### src/hw/rtl/new_york_dst_offset_top_assert.svh
// Assertion macros shared by the New York offset RTL.
// Depends on nothing; included by the top level.
`ifndef NEW_YORK_DST_OFFSET_TOP_ASSERT_SVH
`define NEW_YORK_DST_OFFSET_TOP_ASSERT_SVH

// Consequence checked in the same cycle as the antecedent.
`define NYDST_ASSERT_NOW(label, clk, rst_n, ante, cons, msg) \
    label: assert property (@(posedge clk) disable iff (!rst_n) (ante) |-> (cons)) \
        else $error(msg);

// Consequence checked in the cycle after the antecedent.
`define NYDST_ASSERT_NEXT(label, clk, rst_n, ante, cons, msg) \
    label: assert property (@(posedge clk) disable iff (!rst_n) (ante) |=> (cons)) \
        else $error(msg);

`endif

### src/hw/rtl/nydst_pkg.sv
// Types, widths and calendar constants for the New York offset block.
// No dependencies.
package nydst_pkg;

    // Payload widths.
    localparam int TIME_W = 40;
    localparam int OFS_W  = 10;

    typedef logic [TIME_W-1:0]        t_time;
    typedef logic signed [OFS_W-1:0]  t_offset;

    localparam t_offset OFS_DST = t_offset'(-4 * 60);
    localparam t_offset OFS_STD = t_offset'(-5 * 60);

    // A day is 675 << 7 seconds: the shift is free, the odd part is divided in two digits.
    localparam int SECS_PER_DAY = 86400;
    localparam int SEC_SHIFT    = 7;
    localparam int DAY_ODD      = 675;
    localparam int DAY_LO_W     = 16;
    localparam int XH_W         = TIME_W - SEC_SHIFT - DAY_LO_W;
    localparam int LO_W         = TIME_W - XH_W;
    localparam int Q1_W         = 8;
    localparam int R1_W         = 10;
    localparam int Y_W          = R1_W + DAY_LO_W;

    // Calendar value widths.
    localparam int DAY_W = Q1_W + DAY_LO_W;
    localparam int SOD_W = 17;
    localparam int ERA_W = 7;
    localparam int WQ_W  = 22;
    localparam int DOE_W = 18;
    localparam int YOE_W = 9;
    localparam int DOY_W = 9;
    localparam int WD_W  = 3;

    // Calendar constants.
    localparam int EPOCH_SHIFT   = 719468;
    localparam int DAYS_PER_ERA  = 146097;
    localparam int EPOCH_WEEKDAY = 4;
    localparam int DAYS_PER_WEEK = 7;
    localparam int DAYS_PER_YEAR = 365;
    localparam int SUN2_OFS      = 7;
    localparam int NOV_OFS       = 245;
    localparam int SOD_START     = 2 * 3600 + 5 * 3600;
    localparam int SOD_END       = 2 * 3600 + 4 * 3600;

    // Reciprocals: floor(x / D) = (x * M) >> S, exact for every x of the given width.
    localparam int R675_S = 36;
    localparam int R675_W = R675_S - $clog2(DAY_ODD) + 1;
    localparam logic [R675_W-1:0] R675_M =
        R675_W'(((64'd1 << R675_S) + 64'(DAY_ODD) - 64'd1) / 64'(DAY_ODD));

    localparam int RERA_S = 42;
    localparam int RERA_W = RERA_S - $clog2(DAYS_PER_ERA) + 1;
    localparam logic [RERA_W-1:0] RERA_M =
        RERA_W'(((64'd1 << RERA_S) + 64'(DAYS_PER_ERA) - 64'd1) / 64'(DAYS_PER_ERA));

    localparam int RWK_S = 27;
    localparam int RWK_W = RWK_S - $clog2(DAYS_PER_WEEK) + 1;
    localparam logic [RWK_W-1:0] RWK_M =
        RWK_W'(((64'd1 << RWK_S) + 64'(DAYS_PER_WEEK) - 64'd1) / 64'(DAYS_PER_WEEK));

    localparam int R1460_S = 29;
    localparam int R1460_W = R1460_S - $clog2(1460) + 1;
    localparam logic [R1460_W-1:0] R1460_M =
        R1460_W'(((64'd1 << R1460_S) + 64'd1459) / 64'd1460);

    localparam int R36524_S = 34;
    localparam int R36524_W = R36524_S - $clog2(36524) + 1;
    localparam logic [R36524_W-1:0] R36524_M =
        R36524_W'(((64'd1 << R36524_S) + 64'd36523) / 64'd36524);

    localparam int R365_S = 27;
    localparam int R365_W = R365_S - $clog2(DAYS_PER_YEAR) + 1;
    localparam logic [R365_W-1:0] R365_M =
        R365_W'(((64'd1 << R365_S) + 64'(DAYS_PER_YEAR) - 64'd1) / 64'(DAYS_PER_YEAR));

    localparam int R100_S = 16;
    localparam int R100_W = R100_S - $clog2(100) + 1;
    localparam logic [R100_W-1:0] R100_M =
        R100_W'(((64'd1 << R100_S) + 64'd99) / 64'd100);

    localparam int RDW_S = 12;
    localparam int RDW_W = RDW_S - $clog2(DAYS_PER_WEEK) + 1;
    localparam logic [RDW_W-1:0] RDW_M =
        RDW_W'(((64'd1 << RDW_S) + 64'(DAYS_PER_WEEK) - 64'd1) / 64'(DAYS_PER_WEEK));

endpackage

### src/hw/rtl/nydst_if.sv
// Valid/ready channels for the New York offset block: input items and result items.
// Depends on nydst_pkg.
interface nydst_in_if;
    logic                 valid;
    logic                 ready;
    nydst_pkg::t_time     utc_seconds;

    modport source (output valid, output utc_seconds, input ready);
    modport sink   (input valid, input utc_seconds, output ready);
endinterface

interface nydst_out_if;
    logic                 valid;
    logic                 ready;
    nydst_pkg::t_offset   offset_minutes;
    logic                 dst_active;

    modport source (output valid, output offset_minutes, output dst_active, input ready);
    modport sink   (input valid, input offset_minutes, input dst_active, output ready);
endinterface

### src/hw/rtl/new_york_dst_offset_top.sv
// New York UTC offset: UTC seconds in, -240 or -300 minutes and a DST flag out.
// Fifteen register stages, 0 to 14; a result is presented from stage 14.
// One item per cycle unless all stages are full and the output stalls; each stage holds while
// the stage after it is full and stalled, so bubbles close up and items enter while any stage is empty.
// Reset (synchronous, active low) empties the pipeline; data registers are not reset.
// Depends on nydst_pkg, nydst_if and new_york_dst_offset_top_assert.svh.
`include "new_york_dst_offset_top_assert.svh"

module new_york_dst_offset_top #(
    parameter int TIME_BITS = 40
) (
    input  logic                i_clk,
    input  logic                i_rst_n,
    nydst_in_if.sink            i_item,
    nydst_out_if.source         o_result
);

    localparam int NS     = 15;
    localparam int TIME_W = nydst_pkg::TIME_W;
    localparam int KEEP   = (TIME_BITS < TIME_W) ? TIME_BITS : TIME_W;
    localparam logic [TIME_W-1:0] T_MASK = {TIME_W{1'b1}} >> (TIME_W - KEEP);

    localparam int XH_W  = nydst_pkg::XH_W;
    localparam int LO_W  = nydst_pkg::LO_W;
    localparam int Q1_W  = nydst_pkg::Q1_W;
    localparam int R1_W  = nydst_pkg::R1_W;
    localparam int Y_W   = nydst_pkg::Y_W;
    localparam int DLO_W = nydst_pkg::DAY_LO_W;
    localparam int SSH   = nydst_pkg::SEC_SHIFT;
    localparam int DAY_W = nydst_pkg::DAY_W;
    localparam int SOD_W = nydst_pkg::SOD_W;
    localparam int ERA_W = nydst_pkg::ERA_W;
    localparam int WQ_W  = nydst_pkg::WQ_W;
    localparam int DOE_W = nydst_pkg::DOE_W;
    localparam int YOE_W = nydst_pkg::YOE_W;
    localparam int DOY_W = nydst_pkg::DOY_W;
    localparam int WD_W  = nydst_pkg::WD_W;

    localparam int P1_W    = XH_W + nydst_pkg::R675_W;
    localparam int P3_W    = Y_W + nydst_pkg::R675_W;
    localparam int PERA_W  = DAY_W + nydst_pkg::RERA_W;
    localparam int PWK_W   = DAY_W + nydst_pkg::RWK_W;
    localparam int P1460_W = DOE_W + nydst_pkg::R1460_W;
    localparam int P36K_W  = DOE_W + nydst_pkg::R36524_W;
    localparam int P365_W  = DOE_W + nydst_pkg::R365_W;
    localparam int P100_W  = YOE_W + nydst_pkg::R100_W;
    localparam int PDW_W   = DOY_W + nydst_pkg::RDW_W;

    localparam int Q1460_W = 7;
    localparam int Q36K_W  = 3;
    localparam int Y100_W  = 3;
    localparam int DQ_W    = 6;
    localparam int WM_W    = WD_W + 1;

    localparam logic [SOD_W-1:0] SOD_START_V = SOD_W'(nydst_pkg::SOD_START);
    localparam logic [SOD_W-1:0] SOD_END_V   = SOD_W'(nydst_pkg::SOD_END);
    localparam logic [SOD_W-1:0] SOD_DAY_V   = SOD_W'(nydst_pkg::SECS_PER_DAY);
    localparam logic [WM_W-1:0]  WEEK_WM     = WM_W'(nydst_pkg::DAYS_PER_WEEK);
    localparam logic [WD_W-1:0]  WEEK_WD     = WD_W'(nydst_pkg::DAYS_PER_WEEK);

    // Stage valids and per-stage advance enables.
    logic [NS-1:0] r_v;
    logic [NS-1:0] n_v;
    logic [NS-1:0] w_en;
    logic          w_out_free;

    assign w_out_free = !r_v[NS-1] || o_result.ready;

    // A stage may load when any stage from it to the output is empty or the output drains.
    for (genvar g = 0; g < NS; g++) begin : g_en
        assign w_en[g] = w_out_free || !(&r_v[NS-1:g]);
    end

    always_comb begin
        for (int k = 0; k < NS; k++) begin
            if (k == 0) begin
                n_v[k] = w_en[k] ? i_item.valid : r_v[k];
            end else begin
                n_v[k] = w_en[k] ? r_v[k-1] : r_v[k];
            end
        end
    end

    always_ff @(posedge i_clk) begin
        if (!i_rst_n) begin
            r_v <= '0;
        end else begin
            r_v <= n_v;
        end
    end

    assign i_item.ready = w_en[0];

    // Stage 0: capture the time and keep only the low TIME_BITS bits.
    logic [TIME_W-1:0] r0_t;

    always_ff @(posedge i_clk) begin
        if (w_en[0]) begin
            r0_t <= i_item.utc_seconds & T_MASK;
        end
    end

    // Stage 1: high digit of (t >> 7) divided by 675.
    logic [P1_W-1:0] w1_prod;
    logic [Q1_W-1:0] r1_q1;
    logic [XH_W-1:0] r1_xh;
    logic [LO_W-1:0] r1_lo;

    assign w1_prod = P1_W'(r0_t[TIME_W-1 -: XH_W]) * P1_W'(nydst_pkg::R675_M);

    always_ff @(posedge i_clk) begin
        if (w_en[1]) begin
            r1_q1 <= w1_prod[nydst_pkg::R675_S +: Q1_W];
            r1_xh <= r0_t[TIME_W-1 -: XH_W];
            r1_lo <= r0_t[LO_W-1:0];
        end
    end

    // Stage 2: remainder of the high digit.
    logic [Q1_W-1:0] r2_q1;
    logic [R1_W-1:0] r2_r1;
    logic [LO_W-1:0] r2_lo;

    always_ff @(posedge i_clk) begin
        if (w_en[2]) begin
            r2_q1 <= r1_q1;
            r2_r1 <= R1_W'(r1_xh - XH_W'(r1_q1) * XH_W'(nydst_pkg::DAY_ODD));
            r2_lo <= r1_lo;
        end
    end

    // Stage 3: low digit, carrying the high remainder, divided by 675.
    logic [Y_W-1:0]   w3_y;
    logic [P3_W-1:0]  w3_prod;
    logic [Q1_W-1:0]  r3_q1;
    logic [DLO_W-1:0] r3_q2;
    logic [Y_W-1:0]   r3_y;
    logic [SSH-1:0]   r3_t7;

    assign w3_y    = {r2_r1, r2_lo[LO_W-1 -: DLO_W]};
    assign w3_prod = P3_W'(w3_y) * P3_W'(nydst_pkg::R675_M);

    always_ff @(posedge i_clk) begin
        if (w_en[3]) begin
            r3_q1 <= r2_q1;
            r3_q2 <= w3_prod[nydst_pkg::R675_S +: DLO_W];
            r3_y  <= w3_y;
            r3_t7 <= r2_lo[SSH-1:0];
        end
    end

    // Stage 4: day number, second of day, shifted day for the era and weekday.
    logic [R1_W-1:0]  w4_r2;
    logic [DAY_W-1:0] w4_days;
    logic [DAY_W-1:0] r4_z;
    logic [DAY_W-1:0] r4_d4;
    logic [SOD_W-1:0] r4_sod;

    assign w4_r2   = R1_W'(r3_y - Y_W'(r3_q2) * Y_W'(nydst_pkg::DAY_ODD));
    assign w4_days = {r3_q1, r3_q2};

    always_ff @(posedge i_clk) begin
        if (w_en[4]) begin
            r4_z   <= w4_days + DAY_W'(nydst_pkg::EPOCH_SHIFT);
            r4_d4  <= w4_days + DAY_W'(nydst_pkg::EPOCH_WEEKDAY);
            r4_sod <= {w4_r2, r3_t7};
        end
    end

    // Stage 5: era and week quotients.
    logic [PERA_W-1:0] w5_pera;
    logic [PWK_W-1:0]  w5_pwk;
    logic [ERA_W-1:0]  r5_era;
    logic [WQ_W-1:0]   r5_wq;
    logic [DAY_W-1:0]  r5_z;
    logic [DAY_W-1:0]  r5_d4;
    logic [SOD_W-1:0]  r5_sod;

    assign w5_pera = PERA_W'(r4_z) * PERA_W'(nydst_pkg::RERA_M);
    assign w5_pwk  = PWK_W'(r4_d4) * PWK_W'(nydst_pkg::RWK_M);

    always_ff @(posedge i_clk) begin
        if (w_en[5]) begin
            r5_era <= w5_pera[nydst_pkg::RERA_S +: ERA_W];
            r5_wq  <= w5_pwk[nydst_pkg::RWK_S +: WQ_W];
            r5_z   <= r4_z;
            r5_d4  <= r4_d4;
            r5_sod <= r4_sod;
        end
    end

    // Stage 6: day of era and weekday of the current day (0 is Sunday).
    logic [DOE_W-1:0] r6_doe;
    logic [WD_W-1:0]  r6_wt;
    logic [SOD_W-1:0] r6_sod;

    always_ff @(posedge i_clk) begin
        if (w_en[6]) begin
            r6_doe <= DOE_W'(r5_z - DAY_W'(r5_era) * DAY_W'(nydst_pkg::DAYS_PER_ERA));
            r6_wt  <= WD_W'(r5_d4 - DAY_W'(r5_wq) * DAY_W'(nydst_pkg::DAYS_PER_WEEK));
            r6_sod <= r5_sod;
        end
    end

    // Stage 7: leap corrections of the day of era.
    logic [P1460_W-1:0] w7_p1460;
    logic [P36K_W-1:0]  w7_p36k;
    logic [Q1460_W-1:0] r7_q1460;
    logic [Q36K_W-1:0]  r7_q36k;
    logic               r7_last;
    logic [DOE_W-1:0]   r7_doe;
    logic [WD_W-1:0]    r7_wt;
    logic [SOD_W-1:0]   r7_sod;

    assign w7_p1460 = P1460_W'(r6_doe) * P1460_W'(nydst_pkg::R1460_M);
    assign w7_p36k  = P36K_W'(r6_doe) * P36K_W'(nydst_pkg::R36524_M);

    always_ff @(posedge i_clk) begin
        if (w_en[7]) begin
            r7_q1460 <= w7_p1460[nydst_pkg::R1460_S +: Q1460_W];
            r7_q36k  <= w7_p36k[nydst_pkg::R36524_S +: Q36K_W];
            r7_last  <= (r6_doe == DOE_W'(nydst_pkg::DAYS_PER_ERA - 1));
            r7_doe   <= r6_doe;
            r7_wt    <= r6_wt;
            r7_sod   <= r6_sod;
        end
    end

    // Stage 8: day of era with leap days removed.
    logic [DOE_W-1:0] r8_n;
    logic [DOE_W-1:0] r8_doe;
    logic [WD_W-1:0]  r8_wt;
    logic [SOD_W-1:0] r8_sod;

    always_ff @(posedge i_clk) begin
        if (w_en[8]) begin
            r8_n   <= r7_doe - DOE_W'(r7_q1460) + DOE_W'(r7_q36k) - DOE_W'(r7_last);
            r8_doe <= r7_doe;
            r8_wt  <= r7_wt;
            r8_sod <= r7_sod;
        end
    end

    // Stage 9: year of era.
    logic [P365_W-1:0] w9_prod;
    logic [YOE_W-1:0]  r9_yoe;
    logic [DOE_W-1:0]  r9_doe;
    logic [WD_W-1:0]   r9_wt;
    logic [SOD_W-1:0]  r9_sod;

    assign w9_prod = P365_W'(r8_n) * P365_W'(nydst_pkg::R365_M);

    always_ff @(posedge i_clk) begin
        if (w_en[9]) begin
            r9_yoe <= w9_prod[nydst_pkg::R365_S +: YOE_W];
            r9_doe <= r8_doe;
            r9_wt  <= r8_wt;
            r9_sod <= r8_sod;
        end
    end

    // Stage 10: days before the year of era.
    logic [P100_W-1:0]  w10_p100;
    logic [DOE_W-1:0]   r10_y365;
    logic [Y100_W-1:0]  r10_y100;
    logic [YOE_W-3:0]   r10_yq4;
    logic [DOE_W-1:0]   r10_doe;
    logic [WD_W-1:0]    r10_wt;
    logic [SOD_W-1:0]   r10_sod;

    assign w10_p100 = P100_W'(r9_yoe) * P100_W'(nydst_pkg::R100_M);

    always_ff @(posedge i_clk) begin
        if (w_en[10]) begin
            r10_y365 <= DOE_W'(r9_yoe) * DOE_W'(nydst_pkg::DAYS_PER_YEAR);
            r10_y100 <= w10_p100[nydst_pkg::R100_S +: Y100_W];
            r10_yq4  <= r9_yoe[YOE_W-1:2];
            r10_doe  <= r9_doe;
            r10_wt   <= r9_wt;
            r10_sod  <= r9_sod;
        end
    end

    // Stage 11: day of the March-based year (0 is March 1).
    logic [DOY_W-1:0] r11_doy;
    logic [WD_W-1:0]  r11_wt;
    logic [SOD_W-1:0] r11_sod;

    always_ff @(posedge i_clk) begin
        if (w_en[11]) begin
            r11_doy <= DOY_W'(r10_doe
                       - (r10_y365 + DOE_W'(r10_yq4) - DOE_W'(r10_y100)));
            r11_wt  <= r10_wt;
            r11_sod <= r10_sod;
        end
    end

    // Stage 12: weeks since March 1.
    logic [PDW_W-1:0] w12_prod;
    logic [DQ_W-1:0]  r12_dq;
    logic [DOY_W-1:0] r12_doy;
    logic [WD_W-1:0]  r12_wt;
    logic [SOD_W-1:0] r12_sod;

    assign w12_prod = PDW_W'(r11_doy) * PDW_W'(nydst_pkg::RDW_M);

    always_ff @(posedge i_clk) begin
        if (w_en[12]) begin
            r12_dq  <= w12_prod[nydst_pkg::RDW_S +: DQ_W];
            r12_doy <= r11_doy;
            r12_wt  <= r11_wt;
            r12_sod <= r11_sod;
        end
    end

    // Stage 13: weekday of March 1 and the days from it to the next Sunday.
    // November 1 lies 35 weeks after March 1, so it has the same weekday.
    logic [WD_W-1:0]  w13_dr;
    logic [WM_W-1:0]  w13_wm_raw;
    logic [WD_W-1:0]  w13_wm;
    logic [WD_W-1:0]  w13_a;
    logic [WD_W-1:0]  r13_a;
    logic [DOY_W-1:0] r13_doy;
    logic [SOD_W-1:0] r13_sod;

    always_comb begin
        w13_dr     = WD_W'(r12_doy - DOY_W'(r12_dq) * DOY_W'(nydst_pkg::DAYS_PER_WEEK));
        w13_wm_raw = WM_W'(r12_wt) + WEEK_WM - WM_W'(w13_dr);
        if (w13_wm_raw >= WEEK_WM) begin
            w13_wm = WD_W'(w13_wm_raw - WEEK_WM);
        end else begin
            w13_wm = WD_W'(w13_wm_raw);
        end
        w13_a = (w13_wm == '0) ? '0 : WEEK_WD - w13_wm;
    end

    always_ff @(posedge i_clk) begin
        if (w_en[13]) begin
            r13_a   <= w13_a;
            r13_doy <= r12_doy;
            r13_sod <= r12_sod;
        end
    end

    // Stage 14: half-open compare against the two transition instants.
    logic [DOY_W-1:0]          w14_sdoy;
    logic [DOY_W-1:0]          w14_edoy;
    logic                      w14_after_start;
    logic                      w14_before_end;
    logic                      w14_dst;
    logic                      r14_dst;
    nydst_pkg::t_offset        r14_ofs;

    always_comb begin
        w14_sdoy        = DOY_W'(nydst_pkg::SUN2_OFS) + DOY_W'(r13_a);
        w14_edoy        = DOY_W'(nydst_pkg::NOV_OFS) + DOY_W'(r13_a);
        w14_after_start = (r13_doy > w14_sdoy)
                          || ((r13_doy == w14_sdoy) && (r13_sod >= SOD_START_V));
        w14_before_end  = (r13_doy < w14_edoy)
                          || ((r13_doy == w14_edoy) && (r13_sod < SOD_END_V));
        w14_dst         = w14_after_start && w14_before_end;
    end

    always_ff @(posedge i_clk) begin
        if (w_en[14]) begin
            r14_dst <= w14_dst;
            r14_ofs <= w14_dst ? nydst_pkg::OFS_DST : nydst_pkg::OFS_STD;
        end
    end

    assign o_result.valid          = r_v[NS-1];
    assign o_result.dst_active     = r14_dst;
    assign o_result.offset_minutes = r14_ofs;

    // Checks on the pipeline control and the calendar arithmetic.
    `NYDST_ASSERT_NEXT(a_stall_keeps, i_clk, i_rst_n, 1'b1, ((r_v & $past(r_v & ~w_en)) == $past(r_v & ~w_en)), "stalled stage lost its item")
    `NYDST_ASSERT_NOW(a_sod_range, i_clk, i_rst_n, r_v[4], (r4_sod < SOD_DAY_V), "second of day out of range")
    `NYDST_ASSERT_NOW(a_doe_range, i_clk, i_rst_n, r_v[6], ((r6_doe < DOE_W'(nydst_pkg::DAYS_PER_ERA)) && (r6_wt < WEEK_WD)), "day of era or weekday out of range")
    `NYDST_ASSERT_NOW(a_doy_range, i_clk, i_rst_n, r_v[11], (r11_doy < DOY_W'(nydst_pkg::DAYS_PER_YEAR + 1)), "day of year out of range")
    `NYDST_ASSERT_NOW(a_ofs_match, i_clk, i_rst_n, r_v[NS-1], (r14_dst ? (r14_ofs == nydst_pkg::OFS_DST) : (r14_ofs == nydst_pkg::OFS_STD)), "offset disagrees with DST flag")

endmodule

### src/flat_wrapper.sv
// flat-port wrapper written by rule: the top's interface ports become plain ports
module new_york_dst_offset_top_flat 
#(
    parameter int TIME_BITS = 40
)
  (i_clk, i_rst_n, i_item_valid, i_item_utc_seconds, i_item_ready, o_result_valid, o_result_offset_minutes, o_result_dst_active, o_result_ready);
  nydst_in_if i_item_i ();
  nydst_out_if o_result_i ();
  input  logic i_clk;
  input  logic i_rst_n;
  input wire logic [$bits(i_item_i.valid)-1:0] i_item_valid;
  input wire logic [$bits(i_item_i.utc_seconds)-1:0] i_item_utc_seconds;
  output wire logic [$bits(i_item_i.ready)-1:0] i_item_ready;
  output wire logic [$bits(o_result_i.valid)-1:0] o_result_valid;
  output wire logic [$bits(o_result_i.offset_minutes)-1:0] o_result_offset_minutes;
  output wire logic [$bits(o_result_i.dst_active)-1:0] o_result_dst_active;
  input wire logic [$bits(o_result_i.ready)-1:0] o_result_ready;
  assign i_item_i.valid = i_item_valid;
  assign i_item_i.utc_seconds = i_item_utc_seconds;
  assign i_item_ready = i_item_i.ready;
  assign o_result_valid = o_result_i.valid;
  assign o_result_offset_minutes = o_result_i.offset_minutes;
  assign o_result_dst_active = o_result_i.dst_active;
  assign o_result_i.ready = o_result_ready;
  new_york_dst_offset_top #(.TIME_BITS(TIME_BITS)) u_core (.i_clk(i_clk), .i_rst_n(i_rst_n), .i_item(i_item_i), .o_result(o_result_i));
endmodule
### config.mk
export PLATFORM = sky130hd
export DESIGN_NAME = new_york_dst_offset_top_flat
export DESIGN_NICKNAME = d
export VERILOG_FILES = /design/src/hw/rtl/nydst_pkg.sv /design/src/hw/rtl/nydst_if.sv /design/src/hw/rtl/new_york_dst_offset_top.sv /design/src/flat_wrapper.sv
export VERILOG_INCLUDE_DIRS = /design/src /design/src/hw/rtl
export SDC_FILE = /design/constraint.sdc
export NUM_CORES = 2
export LEC_CHECK = 0
export ABC_AREA = 0
export BUFFER_PORTS_ARGS = -buffer_cell sky130_fd_sc_hd__buf_2
export CAP_MARGIN = 20
export CELL_PAD_IN_SITES_DETAIL_PLACEMENT = 0
export CELL_PAD_IN_SITES_GLOBAL_PLACEMENT = 1
export CORE_ASPECT_RATIO = 0.8
export CORE_MARGIN = 1.5
export CORE_UTILIZATION = 59
export DETAILED_ROUTE_END_ITERATION = 8
export GPL_ROUTABILITY_DRIVEN = 0
export GPL_TIMING_DRIVEN = 1
export HOLD_SLACK_MARGIN = 0.06
export PLACE_DENSITY = 0.89
export SKIP_CTS_REPAIR_TIMING = 1
export SYNTH_ARGS = -nofsm -noshare
export SYNTH_HDL_FRONTEND = slang
export SYNTH_SLANG_ARGS = --single-unit
### constraint.sdc
create_clock -name i_clk -period 12.74 [get_ports i_clk]
set_clock_uncertainty 0.05 [all_clocks]
set_input_delay 1.274 -clock i_clk [delete_from_list [all_inputs] [get_ports i_clk]]
set_output_delay 1.274 -clock i_clk [all_outputs]
set_load 0.01 [all_outputs]
==> results.cfg <==
[sta]
summed_negative_setup_slack_over_all_endpoints_ns = 0
slew_headroom_pct = 26.05
final.period_utilization_pct = 57.33
worst_pin_slew_ns = 1.109
grt_setup_unrepaired = false
final-setup-viol-count = 0
max_freq_ghz = 0.1369
hold_viol = 0
slew_viol_final = 0
min_period_ns = 7.303
post_layout_worst_setup_margin_ns = 5.437

[routing]
route.vias.total = 40570
drt_iter0_markers = 2125
post_drt_wl_per_cell_um = 18.63
postRouteAntennaNets = 0
detail_route.wirelength_mm = 143.0
post-route-drc-count = 0
drt_pre_antenna_iters = 5
via_count_normalized_by_instance_count = 5.287

[clock_network]
cts.clk_slew.worst_paths_ns = 0.07
cts_root_buf = clkbuf_16
clock_buffer_depth = 3
clock_sink_count = 541
cts_inserted_buffers = 57
cts_tree = done
clock_latency_ns = 0.65
clock_tree.htree_level_count = 2

[yosys]
synth_top_cell_area_share_pct = 29.49
synthesis.instances = 5965
synth-seq-cells = 541
synth.top_cells.by_area = fa_1 29%, ha_1 27%, edfxtp_1 23%, inv_1 9.4%, xnor2_1 2.3%
post_synth_instance_area_um2 = 69450
yosysUniqueCellTypes = 66
ys_async_sr_fraction_pct = 0
synth-edff-count = 526
yosysWarnings = 0
yosys-top-cells-count = 1740 x inv_1, 1520 x ha_1, 1023 x fa_1
ys_seq_area_share_pct = 23.18
synthesis.area_per_instance_um2 = 11.64
synth_top_cell_by_area = fa_1
dominantRegCellSynth = edfxtp_1
post-synth-top-count-cell = inv_1

[placed_design]
place_worst_setup_slack_ns = 5.507
portBuffers = 46
hpwlAfterDp_mm = 118.0

[worst_setup_path]
r2r_cells = 22
slowest_delay_ns = 0.91
critical_path_class = reg2reg
cp_data_required_time_ns = 13.08
arrival_ns = 7.64
cp_max_fo = 10
critical_path_s_slowest_cell = edfxtp_1
r2r_end = u_core.r3_q2[15]
critical-path-top-delay-family = adder cells
path_cells = ha_1 > inv_1 > fa_1 > fa_1 > inv_1 > fa_1 > inv_1 > fa_1 > fa_1 > inv_1 > fa_1 > ha_1 > a21oi_1 > o21ai_0 > a211oi_1 > nand3_1 > nor3_1 > or3b_1 > a21o_1 > o21ai_1 > a31oi_1 > xnor2_1
worst_setup_path_end_kind = flop
critical_path.n_buffers_inverters = 4
critical_path.reg2reg.startpoint = u_core.r2_lo[13]
setup.worst_path.start_class = flop
crit_path_frequent_cell = fa_1
reg2reg_slack_ns = 5.44

[floorplanning]
die_w_um = 386.6
initial_core_util_pct = 59.49
core_area_um2 = 116700
ioPinCount = 57
die_height_um = 309.9
die-area_um2 = 119800
fp-row-count = 112

[final_layout]
post_route_cells_drive_above_1_share_pct = 3.049
area.sequential_um2 = 16100
final_nets = 8673
n_fill_cell = 8995
area_growth_syn_to_fin_pct = 6.300
multiInputGateArea_um2 = 46740

[worst_hold_path]
hold_class = reg2reg
whs_endpoint = u_core.r5_sod[8]
holdPathStages = 0
min_from = u_core.r4_sod[8]

[global_routing]
grt_start_max_net_pins = 59
globalRouteOverflowTotal = 0
first_pass_grt_wire_length_mm = 233.0
groute.usage.overall_pct = 25.01
grt_pass1_vias = 43830
grt_antenna_before_repair = 0

[job]
cap_violations = 0

[outcome]
outcome = finished, final reports clean
==> layout make-up <==
type,instances,area share [%]
tap,1539,2.608
multi-input combinational,3670,63.31
clock inverter,39,0.6118
inverter,1740,8.847
antenna,1,0.003390
sequential,541,21.80
timing repair buffer,76,0.7152
clock buffer,68,2.098
==> stage by stage <==
step                      hold WS [ns]  instances  area, um2  util [%]
final                           0.3497       7674      73820     63.24
after floorplan                 0.3503       5969      69460         -
after global placement          0.3506       7562      71720     61.44
after detailed placement        0.3545       7562      71720     61.44
after global routing            0.3593       7673      73820     63.24
after CTS                       0.3444       7669      73720     63.15
==> worst reg2reg max path: stages (launching register included) <==
cell      delay (ns)
edfxtp_1        0.91
ha_1            0.40
inv_1           0.22
fa_1            0.49
fa_1            0.51
inv_1           0.05
fa_1            0.50
inv_1           0.06
fa_1            0.45
fa_1            0.51
inv_1           0.05
fa_1            0.43
ha_1            0.35
a21oi_1         0.17
o21ai_0         0.09
a211oi_1        0.31
nand3_1         0.12
nor3_1          0.48
or3b_1          0.26
a21o_1          0.20
o21ai_1         0.10
a31oi_1         0.24
xnor2_1         0.09
==> cells in the final DEF (no fill, tap or decap), types with 32 or more instances in the layout <==
cell type  Yosys  layout
a21o_1        82      82
a21oi_1      146     146
buf_2          0      46
clkbuf_16      0      58
edfxtp_1     526     526
fa_1        1023    1023
ha_1        1520    1520
inv_1       1740    1738
nand2_1       82      80
nand2b_1      36      36
nand3_1       38      38
nor2_1        92      92
nor2b_1       39      39
nor3_1        32      32
o21a_1        37      37
o21ai_0       92      92
xnor2_1      184     184
xor2_1        51      51
==> worst max-delay path by stage <==
stage                           from          endpoint  slack, ns  cells after the start
finish              u_core.r2_lo[13]  u_core.r3_q2[15]       5.44                     22
global route        u_core.r2_lo[13]  u_core.r3_q2[15]       5.18                     22
CTS                 u_core.r2_lo[13]  u_core.r3_q2[15]       5.48                     22
detailed placement  u_core.r2_lo[13]  u_core.r3_q2[15]       5.51                     22
global placement    u_core.r2_lo[13]  u_core.r3_q2[15]       5.58                     22
floorplan            u_core.r4_d4[2]  u_core.r5_era[6]       6.27                     22
==> sequential cells by signal (all words and copies together) (netlist names), 15 cells and up <==
signal         count
u_core.r4_d4      24
u_core.r_v        15
u_core.r7_doe     18
u_core.r5_z       16
u_core.r4_z       21
u_core.r1_lo      19
u_core.r3_q2      16
u_core.r0_t       36
u_core.r8_n       18
u_core.r2_lo      19
u_core.r6_doe     18
==> routing by layer <==
metal / GRT usage, % / routed length (um) / vias to the layer above
met3: 3.932 / 7371 / 226
li1: - / - / 19280
met2: 41.76 / 67380 / 898
met4: 6.508 / 4104 / 0
met1: 34.33 / 64120 / 20170
met5: 0 / 0 / -
==> cell families (layout without fill, tap and decap cells) <==
group	count (synthesis)	in the layout	share of synthesized area, %
AO/OA/AOI/OAI	489	489	4.560
flip-flops	541	541	23.18
XOR/XNOR	235	235	2.964
other	2	7	0.01081
buffers and inverters	1758	1923	9.550
AND/OR/NAND/NOR	396	396	2.850
multiplexers	1	1	0.01441
adder cells (fa/ha/maj)	2543	2543	56.87
Power is not shown: default switching activity piles up to over one toggle a cycle in this logic, so the estimate is an artifact.
